[src/rtl/gsf_pkg.sv]
`timescale 1ns / 1ps
// shared constants, types and kernel weights for the gaussian smoothing filter
package gsf_pkg;

   localparam int MAX_WIDTH    = 1024;
   localparam int MAX_HEIGHT   = 4096;
   localparam int PIX_W        = 8;
   localparam int COL_W        = $clog2(MAX_WIDTH);
   localparam int ROW_W        = $clog2(MAX_HEIGHT);
   localparam int WIDTH_REG_W  = 11;
   localparam int HEIGHT_REG_W = 13;
   localparam int WCMP_W       = (COL_W + 1 > WIDTH_REG_W) ? COL_W + 1 : WIDTH_REG_W;
   localparam int HCMP_W       = (ROW_W + 1 > HEIGHT_REG_W) ? ROW_W + 1 : HEIGHT_REG_W;

   localparam int WIN_N    = 5;
   localparam int LB_ROWS  = WIN_N - 1;
   localparam int KS_SMALL = 3;
   localparam int KS_LARGE = 5;

   localparam int WGT_W       = 6;
   localparam int PSUM_W      = 15;
   localparam int SUM_W       = 17;
   localparam int PROD_W      = 34;
   localparam int RECIP_SHIFT = 25;
   localparam int DIV16_SHIFT = RECIP_SHIFT - 4;
   localparam logic [SUM_W-1:0] RECIP_273 = SUM_W'(122911);

   localparam int CSR_ADDR_W = 4;
   localparam int CSR_DATA_W = 32;

   localparam logic [WIDTH_REG_W-1:0]  WIDTH_RST  = WIDTH_REG_W'(640);
   localparam logic [HEIGHT_REG_W-1:0] HEIGHT_RST = HEIGHT_REG_W'(480);

   typedef enum logic [1:0] {
      CSR_IMAGE_WIDTH  = 2'd0,
      CSR_IMAGE_HEIGHT = 2'd1,
      CSR_KERNEL_MODE  = 2'd2
   } csr_index_type;

   typedef logic [WIN_N-1:0][PIX_W-1:0]   pix_col_type;
   typedef logic [WIN_N-1:0][WGT_W-1:0]   wcol_type;
   typedef logic [PSUM_W-1:0]             psum_type;
   typedef logic [LB_ROWS-1:0][PIX_W-1:0] lb_word_type;

   typedef struct packed {
      logic shift;
      logic load;
      logic mode;
   } gsf_cell_ctl_type;

   typedef struct packed {
      logic last;
      logic mode;
   } gsf_meta_type;

   typedef struct packed {
      logic             emit;
      gsf_meta_type     meta;
      logic [COL_W-1:0] col;
      logic [PIX_W-1:0] px;
   } gsf_s1_type;

   // weights per window column, row 0 (oldest line) in the low slot
   localparam wcol_type K5_COLS [WIN_N] = '{
      {6'd1, 6'd4,  6'd7,  6'd4,  6'd1},
      {6'd4, 6'd16, 6'd26, 6'd16, 6'd4},
      {6'd7, 6'd26, 6'd41, 6'd26, 6'd7},
      {6'd4, 6'd16, 6'd26, 6'd16, 6'd4},
      {6'd1, 6'd4,  6'd7,  6'd4,  6'd1}
   };

   // 3x3 kernel sits in the bottom-right corner of the window
   localparam wcol_type K3_COLS [WIN_N] = '{
      {6'd0, 6'd0, 6'd0, 6'd0, 6'd0},
      {6'd0, 6'd0, 6'd0, 6'd0, 6'd0},
      {6'd1, 6'd2, 6'd1, 6'd0, 6'd0},
      {6'd2, 6'd4, 6'd2, 6'd0, 6'd0},
      {6'd1, 6'd2, 6'd1, 6'd0, 6'd0}
   };

endpackage

[src/rtl/gsf_cell.sv]
`timescale 1ns / 1ps
// window cell: one window column and its weighted column sum
module gsf_cell
   import gsf_pkg::*;
(
   input  logic             clock,
   input  logic             reset,
   input  gsf_cell_ctl_type ctl,
   input  pix_col_type      col_in,
   output pix_col_type      col_out,
   input  wcol_type         w5,
   input  wcol_type         w3,
   output psum_type         psum
);

   pix_col_type col_ff;
   psum_type    psum_ff;
   psum_type    psum_in;
   psum_type    acc5;
   psum_type    acc3;

   always_comb begin
      acc5 = '0;
      acc3 = '0;
      for (int r = 0; r < WIN_N; r++) begin
         acc5 = acc5 + psum_type'(col_ff[r]) * psum_type'(w5[r]);
         // rows outside the small kernel stay out of its sum
         if (w3[r] != '0) begin
            acc3 = acc3 + psum_type'(col_ff[r]) * psum_type'(w3[r]);
         end
      end
      psum_in = ctl.mode ? acc5 : acc3;
   end

   always_ff @(posedge clock) begin
      if (reset) begin
         col_ff <= '0;
      end else if (ctl.shift) begin
         col_ff <= col_in;
      end
   end

   always_ff @(posedge clock) begin
      if (ctl.load) begin
         psum_ff <= psum_in;
      end
   end

   assign col_out = col_ff;
   assign psum    = psum_ff;

endmodule
[config.mk]
export PLATFORM = sky130hd
export DESIGN_NAME = gsf_cell
export DESIGN_NICKNAME = d
export VERILOG_FILES = /design/src/rtl/gsf_pkg.sv /design/src/rtl/gsf_cell.sv
export SDC_FILE = /design/constraint.sdc
export NUM_CORES = 1
export LEC_CHECK = 0
export BUFFER_PORTS_ARGS = -buffer_cell sky130_fd_sc_hd__buf_4
export CAP_MARGIN = 20
export CORE_UTILIZATION = 35
export CTS_CLUSTER_SIZE = 24
export DETAILED_ROUTE_END_ITERATION = 10
export GPL_TIMING_DRIVEN = 0
export PLACE_DENSITY = 0.51
export SETUP_SLACK_MARGIN = 0.1
export SLEW_MARGIN = 30
export SYNTH_ARGS = -nofsm -noshare
export SYNTH_HDL_FRONTEND = slang
export SYNTH_SLANG_ARGS = --single-unit
[constraint.sdc]
create_clock -name clock -period 9.43 [get_ports clock]
set_clock_uncertainty 0.1 [all_clocks]
set_input_delay 0 -clock clock [delete_from_list [all_inputs] [get_ports clock]]
set_output_delay 0 -clock clock [all_outputs]
set_load 0.05 [all_outputs]
# --- Word level (Yosys, flattened, before mapping) ---
# Cells that the tools add are included.
totals:
  regBits: 55
  out_inout_bits: 55
  word_cells: 35
op_classes:
  addsub: 8
  mul: 10
  mux: 6
  n_reduce_logical: 5
ops:
  columns: ["op", "n"]
  rows:
  - ["multiplier 8 x 6 -> 14 bit", 10]
  - ["adder 15 x 14 -> 15 bit", 7]
  - ["2-to-1 mux 15 bit", 5]
  - ["nonzero test 6 bit", 5]
  - ["adder 14 x 14 -> 15 bit", 1]
  - ["2-to-1 mux 14 bit", 1]

# --- Longest topological paths before layout ---
# Gate-level depths: netlist of run 1.
depth:
  word_depth: 11
  depth_mapped: 48
  depth_no_buf: 47

# --- Worst setup path before layout of run 1 ---
# No wires, ideal clock.
synth_path:
  path_kind: "register to register"
  from: "register col_ff (netlist bit col_out[2])"
  to: "register psum_ff[14] (netlist: psum[14]) (data pin)"
  setup_time_ns: 0.149
  t_arrival_ns: 10.156
  slack_ns: -0.975
  stages_incl_launch_ff: 43
  n_path_buf: 1
  cell_sequence: "dfxtp_1 clkbuf_1 nand2_1 fa_1 fa_1 fa_1 inv_1 ha_1 xnor2_1 a31oi_1 fa_1 ha_1 or3_1 and3_1 a21oi_1 fa_1 inv_1 ha_1 [7 not listed] or3_1 or3_1 o211ai_2 o21bai_1 a21oi_1 xor2_1 mux2_2 fa_1 inv_1 ha_1 nand3_1 o2111ai_1 a21oi_1 xnor2_1 nor2_1 xnor2_1 xnor3_1 mux2i_1"
synth_between:
  elab_chain_cells: 11
synth_lines:
  columns: ["item", "line_no", "text"]
  rows:
  - ["from (decl)", "gsf_cell.sv:16", "pix_col_type col_ff;"]
  - ["from (signal assigned)", "gsf_cell.sv:39", "col_ff <= col_in;"]
  - ["multiplier 8 x 6 -> 14 bit", "gsf_cell.sv:29", "acc3 = acc3 + psum_type'(col_ff[r]) * psum_type'(w3[r]);"]
  - ["2-to-1 mux 14 bit", "gsf_cell.sv:28", "if (w3[r] != '0) begin"]
  - ["adder 15 x 14 -> 15 bit", "gsf_cell.sv:29", null]
  - ["2-to-1 mux 15 bit", "gsf_cell.sv:28", null]
  - ["adder 15 x 14 -> 15 bit", "gsf_cell.sv:29", null]
  - ["2-to-1 mux 15 bit", "gsf_cell.sv:28", null]
  - ["adder 15 x 14 -> 15 bit", "gsf_cell.sv:29", null]
  - ["2-to-1 mux 15 bit", "gsf_cell.sv:28", null]
  - ["adder 15 x 14 -> 15 bit", "gsf_cell.sv:29", null]
  - ["2-to-1 mux 15 bit", "gsf_cell.sv:28", null]
  - ["2-to-1 mux 15 bit (*)", "gsf_cell.sv:32", "psum_in = ctl.mode ? acc5 : acc3;"]
  - ["via psum_in[14]", "gsf_cell.sv:18", "psum_type psum_in;"]
  - ["to (signal assigned)", "gsf_cell.sv:45", "psum_ff <= psum_in;"]
  - ["to (decl)", "gsf_cell.sv:17", "psum_type psum_ff;"]
# Mark *: on every way through the listed nets, which the timed path passes. The rest lies on a longest branch.
# A chain may end at the register's enable or synchronous reset.

# --- Final worst setup path of run 1 ---
layout_path:
  from: "register col_ff (netlist bit col_out[4])"
  to: "register psum_ff[14] (netlist: psum[14]) (data pin)"
# The elaborated chain is that of the path after synthesis.

==> metrics.md, run 1 <==
| Metric | Value |
|---|---|
| Netlist cell types | `between 50 and 60` |
| Post-route setup slack | `-1.204 ns` |
| Routed Antenna Nets | `0` |
| Crit path arrival time | `10.70 ns` |
| Compound-cell area share of the yosys netlist | `5.715%` |
| Area of the multi-input gates | `about 17000 um2` |
| Later-pin clock latency in the skew report | `0.36 ns` |
| FILL cells | `5400` |
| Starting DRC count in detailed routing | `between 600 and 700` |
| P per Cell Area | `400.1 nW/um2` |
| Initial antenna violation count | `3` |
| Post-Synthesis Cells | `between 2000 and 2500` |
| FF+latch count, synth | `55` |
| Port Buffer Count | `around 130` |
| Slew HR | `36.06%` |
| Unrepaired setup endpoints after global routing | `true` |
| VDD IR-drop max | `between 400 and 500 uV` |
| Core ar. | `54130 um2` |
| Initial Utilization | `a little over a third` |
| Max Freq | `0.09404 GHz` |
| Core Util, Final | `between 40% and 50%` |
| Final Setup Violations | `6` |
| Placement Setup Slack | `-2.125 ns` |
| Synth warn | `0` |
| Average routed wire per standard cell | `roughly 19 um` |
| CTS Buf Count | `5` |
| Hold Violations, Final | `1` |
| MaxCap Viol Count | `0` |
| NetSw | `4.755 mW` |
| DIE WIDTH | `236.9 um` |
| Tightest Pin Transition | `0.9591 ns` |
| GRT overflow | `0` |
| Final period util | `112.8%` |
| Outcome | `complete, but fails checks` |
| Failing checks | `negative hold slack, negative setup slack` |
| Crit Path Max Fanout | `5` |
| Switch share | `around 51%` |
| Post-synth EDFFs | `15` |
| Synthesized net count | `just under 3000` |
| Syn avg cell area | `between 8 and 9 um2` |
| Layout cells sized above 1 | `around 15%` |
| # IOs | `160` |
| Area growth, synth to finish | `20.94%` |
| Routed vias | `15330` |
| Hold Slack | `-0.004238 ns` |
| Die Ht | `236.9 um` |
| DRC Markers | `0` |
| CTS tree | `done` |
| Sequential power share | `approximately 4.2%` |
| First-pass GRT wire length | `93340 um` |
| WL final | `between 50000 and 60000 um` |
| Critical path startpoint category | `flip-flop` |
| Fin crit period | `about 11 ns` |
| Syn Std Cell Area | `between 15000 and 20000 um2` |
| Worst Path Required | `between 9 and 10 ns` |
| Critical Setup Path Class | `reg2reg` |
| Routability cong. | `a little under 0.9` |
| Hpwl dp | `between 40000 and 50000 um` |
| Internal | `approximately 4.6 mW` |
| Critical Path End Type | `flip-flop` |
| DRT Pass-1 Iters | `4` |
| Xor and xnor area share after synthesis | `3.065%` |
| Post-Synth Simple-Gate Area | `between 10% and 20%` |
| Root Buffer | `clkbuf_16` |
| Adder-cell area share of the yosys netlist | `between 50 and 60%` |
| Synth Flop Type | `dfxtp_1` |
| Mux share of post-synthesis cell area | `around 3.3%` |
| Number of global-route vias before repair | `approximately 17000` |
| Clock sink total | `55` |
| Htree depth | `2` |
| Ys async rst share | `0%` |
| Cell mode on critical path | `fa_1` |
| Routed vias/inst | `4.858` |
| Clock power share | `between 2 and 3%` |
| Gr usage total | `between 20% and 30%` |
| Pin count of the biggest net entering global routing | `20` |
| Largest family of logic cells by synthesized area | `adder cells` |
| Worst hold path type | `in2reg` |
| Lkg Pwr | `11.49 nW` |
| CP max stage cell | `fa_1` |
| Seq/Total Area, Yosys | `about 6.5%` |
| Clk slew on worst S/H paths | `approximately 0.1 ns` |
| Rows | `85` |
| Max stage delay on crit path | `~0.55 ns` |
| Logic pwr share | `between 90 and 100%` |
| Register area | `approximately 1300 um2` |
| Final Max Tran Viols | `0` |
| Clk buf depth | `2` |
| DIE AREA | `~56000 um2` |
| Final net count | `about 3200` |
[per-stage QoR]
stage | TNS [ns] | instances | hold slack, ns | total power, mW | cell area (um2)
final | -3.516 | 3155 | -0.004238 | 9.344 | 23350
after CTS | -3.395 | 3139 | 0.03725 | 8.805 | 23070
after floorplan | -0.2569 | 2213 | 0.01250 | 5.317 | 19640
after detailed placement | -9.835 | 3040 | 0.1416 | 7.079 | 21510
after global routing | -5.910 | 3155 | 0.07823 | 10.22 | 23350
after global placement | -9.923 | 3040 | 0.1314 | 7.046 | 21500
[layout by cell type, fill, tap and decap left out, types with 5 or more instances in the layout]
cell type	count
a211oi_1	6
a211oi_2	5
a21o_1	13
a21oi_1	35
a21oi_2	19
and2_1	184
and2_4	6
buf_4	184
clkbuf_1	74
clkbuf_16	8
dfxtp_1	32
dfxtp_4	8
dlygate4sd3_1	51
edfxtp_1	15
fa_1	375
ha_1	197
ha_2	5
ha_4	29
inv_1	445
inv_2	14
mux2_2	5
mux2_4	9
mux2i_1	45
nand2_1	341
nand2b_1	11
nand3_1	15
nor2_1	96
nor2b_1	6
nor3_1	8
nor3_2	5
o21a_1	11
o21ai_0	9
o21ai_1	23
o21ai_2	7
o21ai_4	5
xnor2_1	40
xor2_1	21
[final timing paths]
check,start,slack (ns),endpoint,depth (start not counted)
worst min-delay path,reset,-0.004,col_out[0],2
worst max register to register,col_out[4],-1.20,psum[14],45
worst max-delay path,col_out[4],-1.20,psum[14],45
worst min register to register,col_out[12],0.47,col_out[12],2
[timing repair]
| item | in CTS | in global routing |
|---|---|---|
| endpoints found under the setup margin | 9 | 9 |
| buffers inserted | 43 | 14 |
| hold buffers | 51 | 0 |
| pin swaps | 88 | 61 |
| resized for setup | 104 | 41 |
| hold endpoints to repair | 55 | 0 |
[power groups by stage]
stage                     sequential [mW]  combinational [mW]  clock, mW
after floorplan                     0.530                4.79          0
after global placement              0.398                6.65          0
after detailed placement            0.397                6.68          0
after CTS                           0.396                8.14      0.271
after global routing                0.400                9.55      0.275
final                               0.395                8.69      0.261
[worst max-delay path, delay by kind of cell (launching register included)]
| family | cells | cell delay [ns] |
|---|---|---|
| adders and majority gates | 12 | 4.85 |
| DFF | 1 | 0.36 |
| and+or+nand+nor | 8 | 1.03 |
| muxes | 3 | 0.81 |
| buffers and inverters | 5 | 0.31 |
| xor gates and xnor gates | 7 | 1.26 |
| AOI/OAI and AO/OA | 10 | 1.69 |
[registers in the layout (all words and copies together), names as in the netlist]
register,count
col_out,40
psum,15
[layout make-up]
type | instances | share of cell area [%]
repair buffers | 239 | 8.332
flip-flops and latches | 55 | 5.487
clock inverters | 3 | 0.2143
plain buffers | 84 | 1.736
diodes | 2 | 0.02143
well taps | 696 | 3.729
multi-input cells | 1612 | 72.57
clock buffers | 5 | 0.5358
inverters | 459 | 7.378
[synthesized netlist by cell type (all sizes together) (12+ instances only)]
library cell | count | area [um2]
nand3 | 16 | 80.08
ha | 231 | 2890
a211oi | 12 | 95.09
clkbuf | 86 | 322.8
o21a | 12 | 90.09
nand2 | 345 | 1295
fa | 376 | 7527
and2 | 190 | 1189
a21o | 13 | 97.59
xnor2 | 43 | 376.6
mux2 | 14 | 161.4
inv | 459 | 1723
xor2 | 22 | 192.7
edfxtp | 15 | 450.4
mux2i | 47 | 470.5
o21ai | 44 | 220.2
a21oi | 58 | 297.8
nor3 | 14 | 80.08
dfxtp | 40 | 800.8
nor2 | 99 | 371.6
[routing by layer]
layer,part of all wire (%),wire length (um),up-vias,track usage [%]
met1,45,26380,7819,29.15
met3,3.1,1828,47,1.550
met4,1.9,1105,2,5.116
met2,50,29320,271,38.40
met5,0.020,12,-,0
li1,-,-,7187,-
[kinds of logic after synthesis]
family | Yosys count
compound gates | 175
xor+xnor | 66
fa+ha+maj | 607
buf+inv | 546
flops | 55
mux | 61
simple gates | 703
Power figures use the tool's default switching activity.
==> inputs of run 2 (changes only) <==
--- a/config.mk
+++ b/config.mk
@@ -13,3 +13,3 @@
 export GPL_TIMING_DRIVEN = 0
-export PLACE_DENSITY = 0.51
+export PLACE_DENSITY = 0.55
 export SETUP_SLACK_MARGIN = 0.1
==> constraint.sdc (replaced) <==
create_clock -name clock -period 9.43 [get_ports clock]
set_clock_uncertainty 0.1 [all_clocks]
set_input_delay 0.4715 -clock clock [delete_from_list [all_inputs] [get_ports clock]]
set_output_delay 0.4715 -clock clock [all_outputs]
set_load 0.05 [all_outputs]
==> run 2 against run 1 <==
Against the previous run:
- the run ends with negative setup slack left
- wire length is 1.9% lower
- cell area fell by 2.3%
- count of clock-buffer cells in the layout unchanged
- global-route usage is 0.24 points lower
- highest routed layer is now met4
- cell count shrank 1.5%
- largest power group unchanged
- sequential cell count is the same
- critical path depth decreased by 1
- worst hold slack better by 0.25 ns
==> metrics.md, run 2 (same netlist as run 1, synthesis figures left out) <==
| Metric | Value |
|---|---|
| Final Setup Violations | `7 (was 6)` |
| Hpwl dp | `49260 um (was 49530 um)` |
| Worst Path Required | `9.51 ns (was 9.50 ns)` |
| Commonest non-fill, non-tap cell in the layout | `inv_1 (unchanged)` |
| P per Cell Area | `401.4 nW/um2 (was 400.1 nW/um2)` |
| GRT overflow | `0 (unchanged)` |
| CTS Hold Bufs | `0 (was 51)` |
| Placement Setup Slack | `-2.238 ns (was -2.125 ns)` |
| WL final | `57510 um (was 58640 um)` |
| DIE WIDTH | `236.9 um (unchanged)` |
| FILL cells | `5368 (was 5400)` |
| Gr usage total | `21.59% (was 21.83%)` |
| Setup_tns | `-3.928 ns (was -3.516 ns)` |
| Slew HR | `36.40% (was 36.06%)` |
| Final Max Tran Viols | `0 (unchanged)` |
| Crit path arrival time | `10.69 ns (was 10.70 ns)` |
| Root Buffer | `clkbuf_16 (unchanged)` |
| Lkg Pwr | `11.30 nW (was 11.49 nW)` |
| Max reg flops | `40 (unchanged)` |
| Rows | `85 (unchanged)` |
| Average routed wire per standard cell | `18.50 um (was 18.59 um)` |
| Cell mode on critical path | `fa_1 (unchanged)` |
| Hold Slack | `0.2472 ns (was -0.004238 ns)` |
| CP max stage cell | `fa_1 (unchanged)` |
| Hold Crit Start | `col_in[3] (was reset)` |
| Initial antenna violation count | `2 (was 3)` |
| Hold Path Sink | `col_out[3] (was col_out[0])` |
| DIE AREA | `56110 um2 (unchanged)` |
| DRT Pass-1 Iters | `5 (was 4)` |
| Tightest Pin Transition | `0.9539 ns (was 0.9591 ns)` |
| Final period util | `112.5% (was 112.8%)` |
| Critical Setup Path Class | `reg2reg (unchanged)` |
| Routed vias | `15120 (was 15330)` |
| Post-route setup slack | `-1.180 ns (was -1.204 ns)` |
| Clk buf depth | `2 (unchanged)` |
| CTS Buf Count | `5 (unchanged)` |
| Unrepaired setup endpoints after global routing | `true (unchanged)` |
| Failing checks | `negative setup slack (was negative hold slack, negative setup slack)` |
| DRC Markers | `0 (unchanged)` |
| Critical Path End Type | `flip-flop (unchanged)` |
| Routed Antenna Nets | `0 (unchanged)` |
| Clock sink total | `55 (unchanged)` |
| Worst hold path type | `in2reg (unchanged)` |
| CTS tree | `done (unchanged)` |
| Core ar. | `54130 um2 (unchanged)` |
| Crit Path Max Fanout | `5 (unchanged)` |
| Routed vias/inst | `4.864 (was 4.858)` |
| Top delay family on crit path | `adder cells (unchanged)` |
| Critical R2R Capture | `psum[14] (unchanged)` |
| Htree depth | `2 (unchanged)` |
| WHS Path Cells | `3 (was 2)` |
| Later-pin clock latency in the skew report | `0.35 ns (was 0.36 ns)` |
| Die Ht | `236.9 um (unchanged)` |
| Area growth, synth to finish | `18.12% (was 20.94%)` |
| Hold Violations, Final | `0 (was 1)` |
| Max stage delay on crit path | `0.52 ns (was 0.55 ns)` |
| Port Buffer Count | `131 (unchanged)` |
| Layout cells sized above 1 | `15.35% (was 15.10%)` |
| Pin count of the biggest net entering global routing | `20 (unchanged)` |
| Worst reg-to-reg path cell count | `44 (was 45)` |
| Reg2reg start | `col_out[4] (unchanged)` |
| Clk slew on worst S/H paths | `0.10 ns (about the same)` |
| Most frequent cells in the layout | `449 x inv_1, 375 x fa_1, 339 x nand2_1 (was 445 x inv_1, 375 x fa_1, 341 x nand2_1)` |
| MaxCap Viol Count | `0 (unchanged)` |
| # IOs | `160 (unchanged)` |
| Worst Path Buf+Inv | `6 (was 5)` |
| Initial Utilization | `35.67% (unchanged)` |
| Routability cong. | `0.8912 (was 0.8729)` |
| Fin crit period | `10.61 ns (was 10.63 ns)` |
| VDD IR-drop max | `526.6 uV (was 493.8 uV)` |
| Max Freq | `0.09425 GHz (was 0.09404 GHz)` |
| Outcome | `complete, but fails checks (unchanged)` |
| First-pass GRT wire length | `92500 um (was 93340 um)` |
| Final net count | `3121 (was 3168)` |
| Critical path startpoint category | `flip-flop (unchanged)` |
| Starting DRC count in detailed routing | `801 (was 631)` |
| Number of global-route vias before repair | `16430 (was 16690)` |
| R2R setup slack | `-1.18 ns (was -1.20 ns)` |
[run 2: final cells by class]
class / count / area, um2 / area share, %
repair buffers: 191 / 1476 / 6.474
plain buffers: 85 / 402.9 / 1.767
multi-input cells: 1612 / 16870 / 73.98
flip-flops and latches: 55 / 1281 / 5.618
inverters: 459 / 1723 / 7.554
diodes: 2 / 5.005 / 0.02194
clock inverters: 3 / 50.05 / 0.2194
well taps: 696 / 870.8 / 3.818
clock buffers: 5 / 125.1 / 0.5486
[run 2: tightest hold or removal path: stages]
cell and delay [ns]:
buf_4 0.08, mux2i_1 0.05, nor2_1 0.07
[run 2: worst max-delay path by stage]
stage / start / end / slack [ns] / depth (start not counted)
floorplan: col_out[5] / psum[14] / -0.26 / 43
global placement: w3[0] / psum[14] / -2.34 / 41
detailed placement: col_out[0] / psum[14] / -2.24 / 45
CTS: col_out[6] / psum[14] / -1.17 / 44
global route: col_out[4] / psum[14] / -1.64 / 46
finish: col_out[4] / psum[14] / -1.18 / 44
[run 2: metal layers]
metal,vias to the layer above,global-route usage [%],part of all wire [%]
li1,7105,-,-
met4,0,7.044,3.1
met5,-,0,0
met2,353,35.79,48
met1,7602,29.59,45
met3,58,2.017,3.9
[run 2: stage by stage]
step                      cells  total power [mW]  instance area [um2]  utilization [%]
final                      3108             9.155                22810            42.13
after detailed placement   3041             7.023                21530            39.78
after global routing       3108             9.989                22810            42.13
after CTS                  3088             8.614                22530            41.62
after global placement     3040             6.997                21500            39.71
after floorplan            2213             5.317                19640                -
[run 2: repair_timing]
action | CTS | global route
setup buffers | 41 | 18
pin swaps | 59 | 53
endpoints found under the setup margin | 9 | 9
gates resized for setup | 99 | 36
[run 2: report_power, final]
part	switching (mW)	internal, mW	leakage (nW)	total, mW
registers	0.0285	0.366	0.484	0.394
clock network	0.129	0.130	0.0863	0.258
logic	4.56	3.94	10.7	8.50
total	4.72	4.43	11.3	9.15
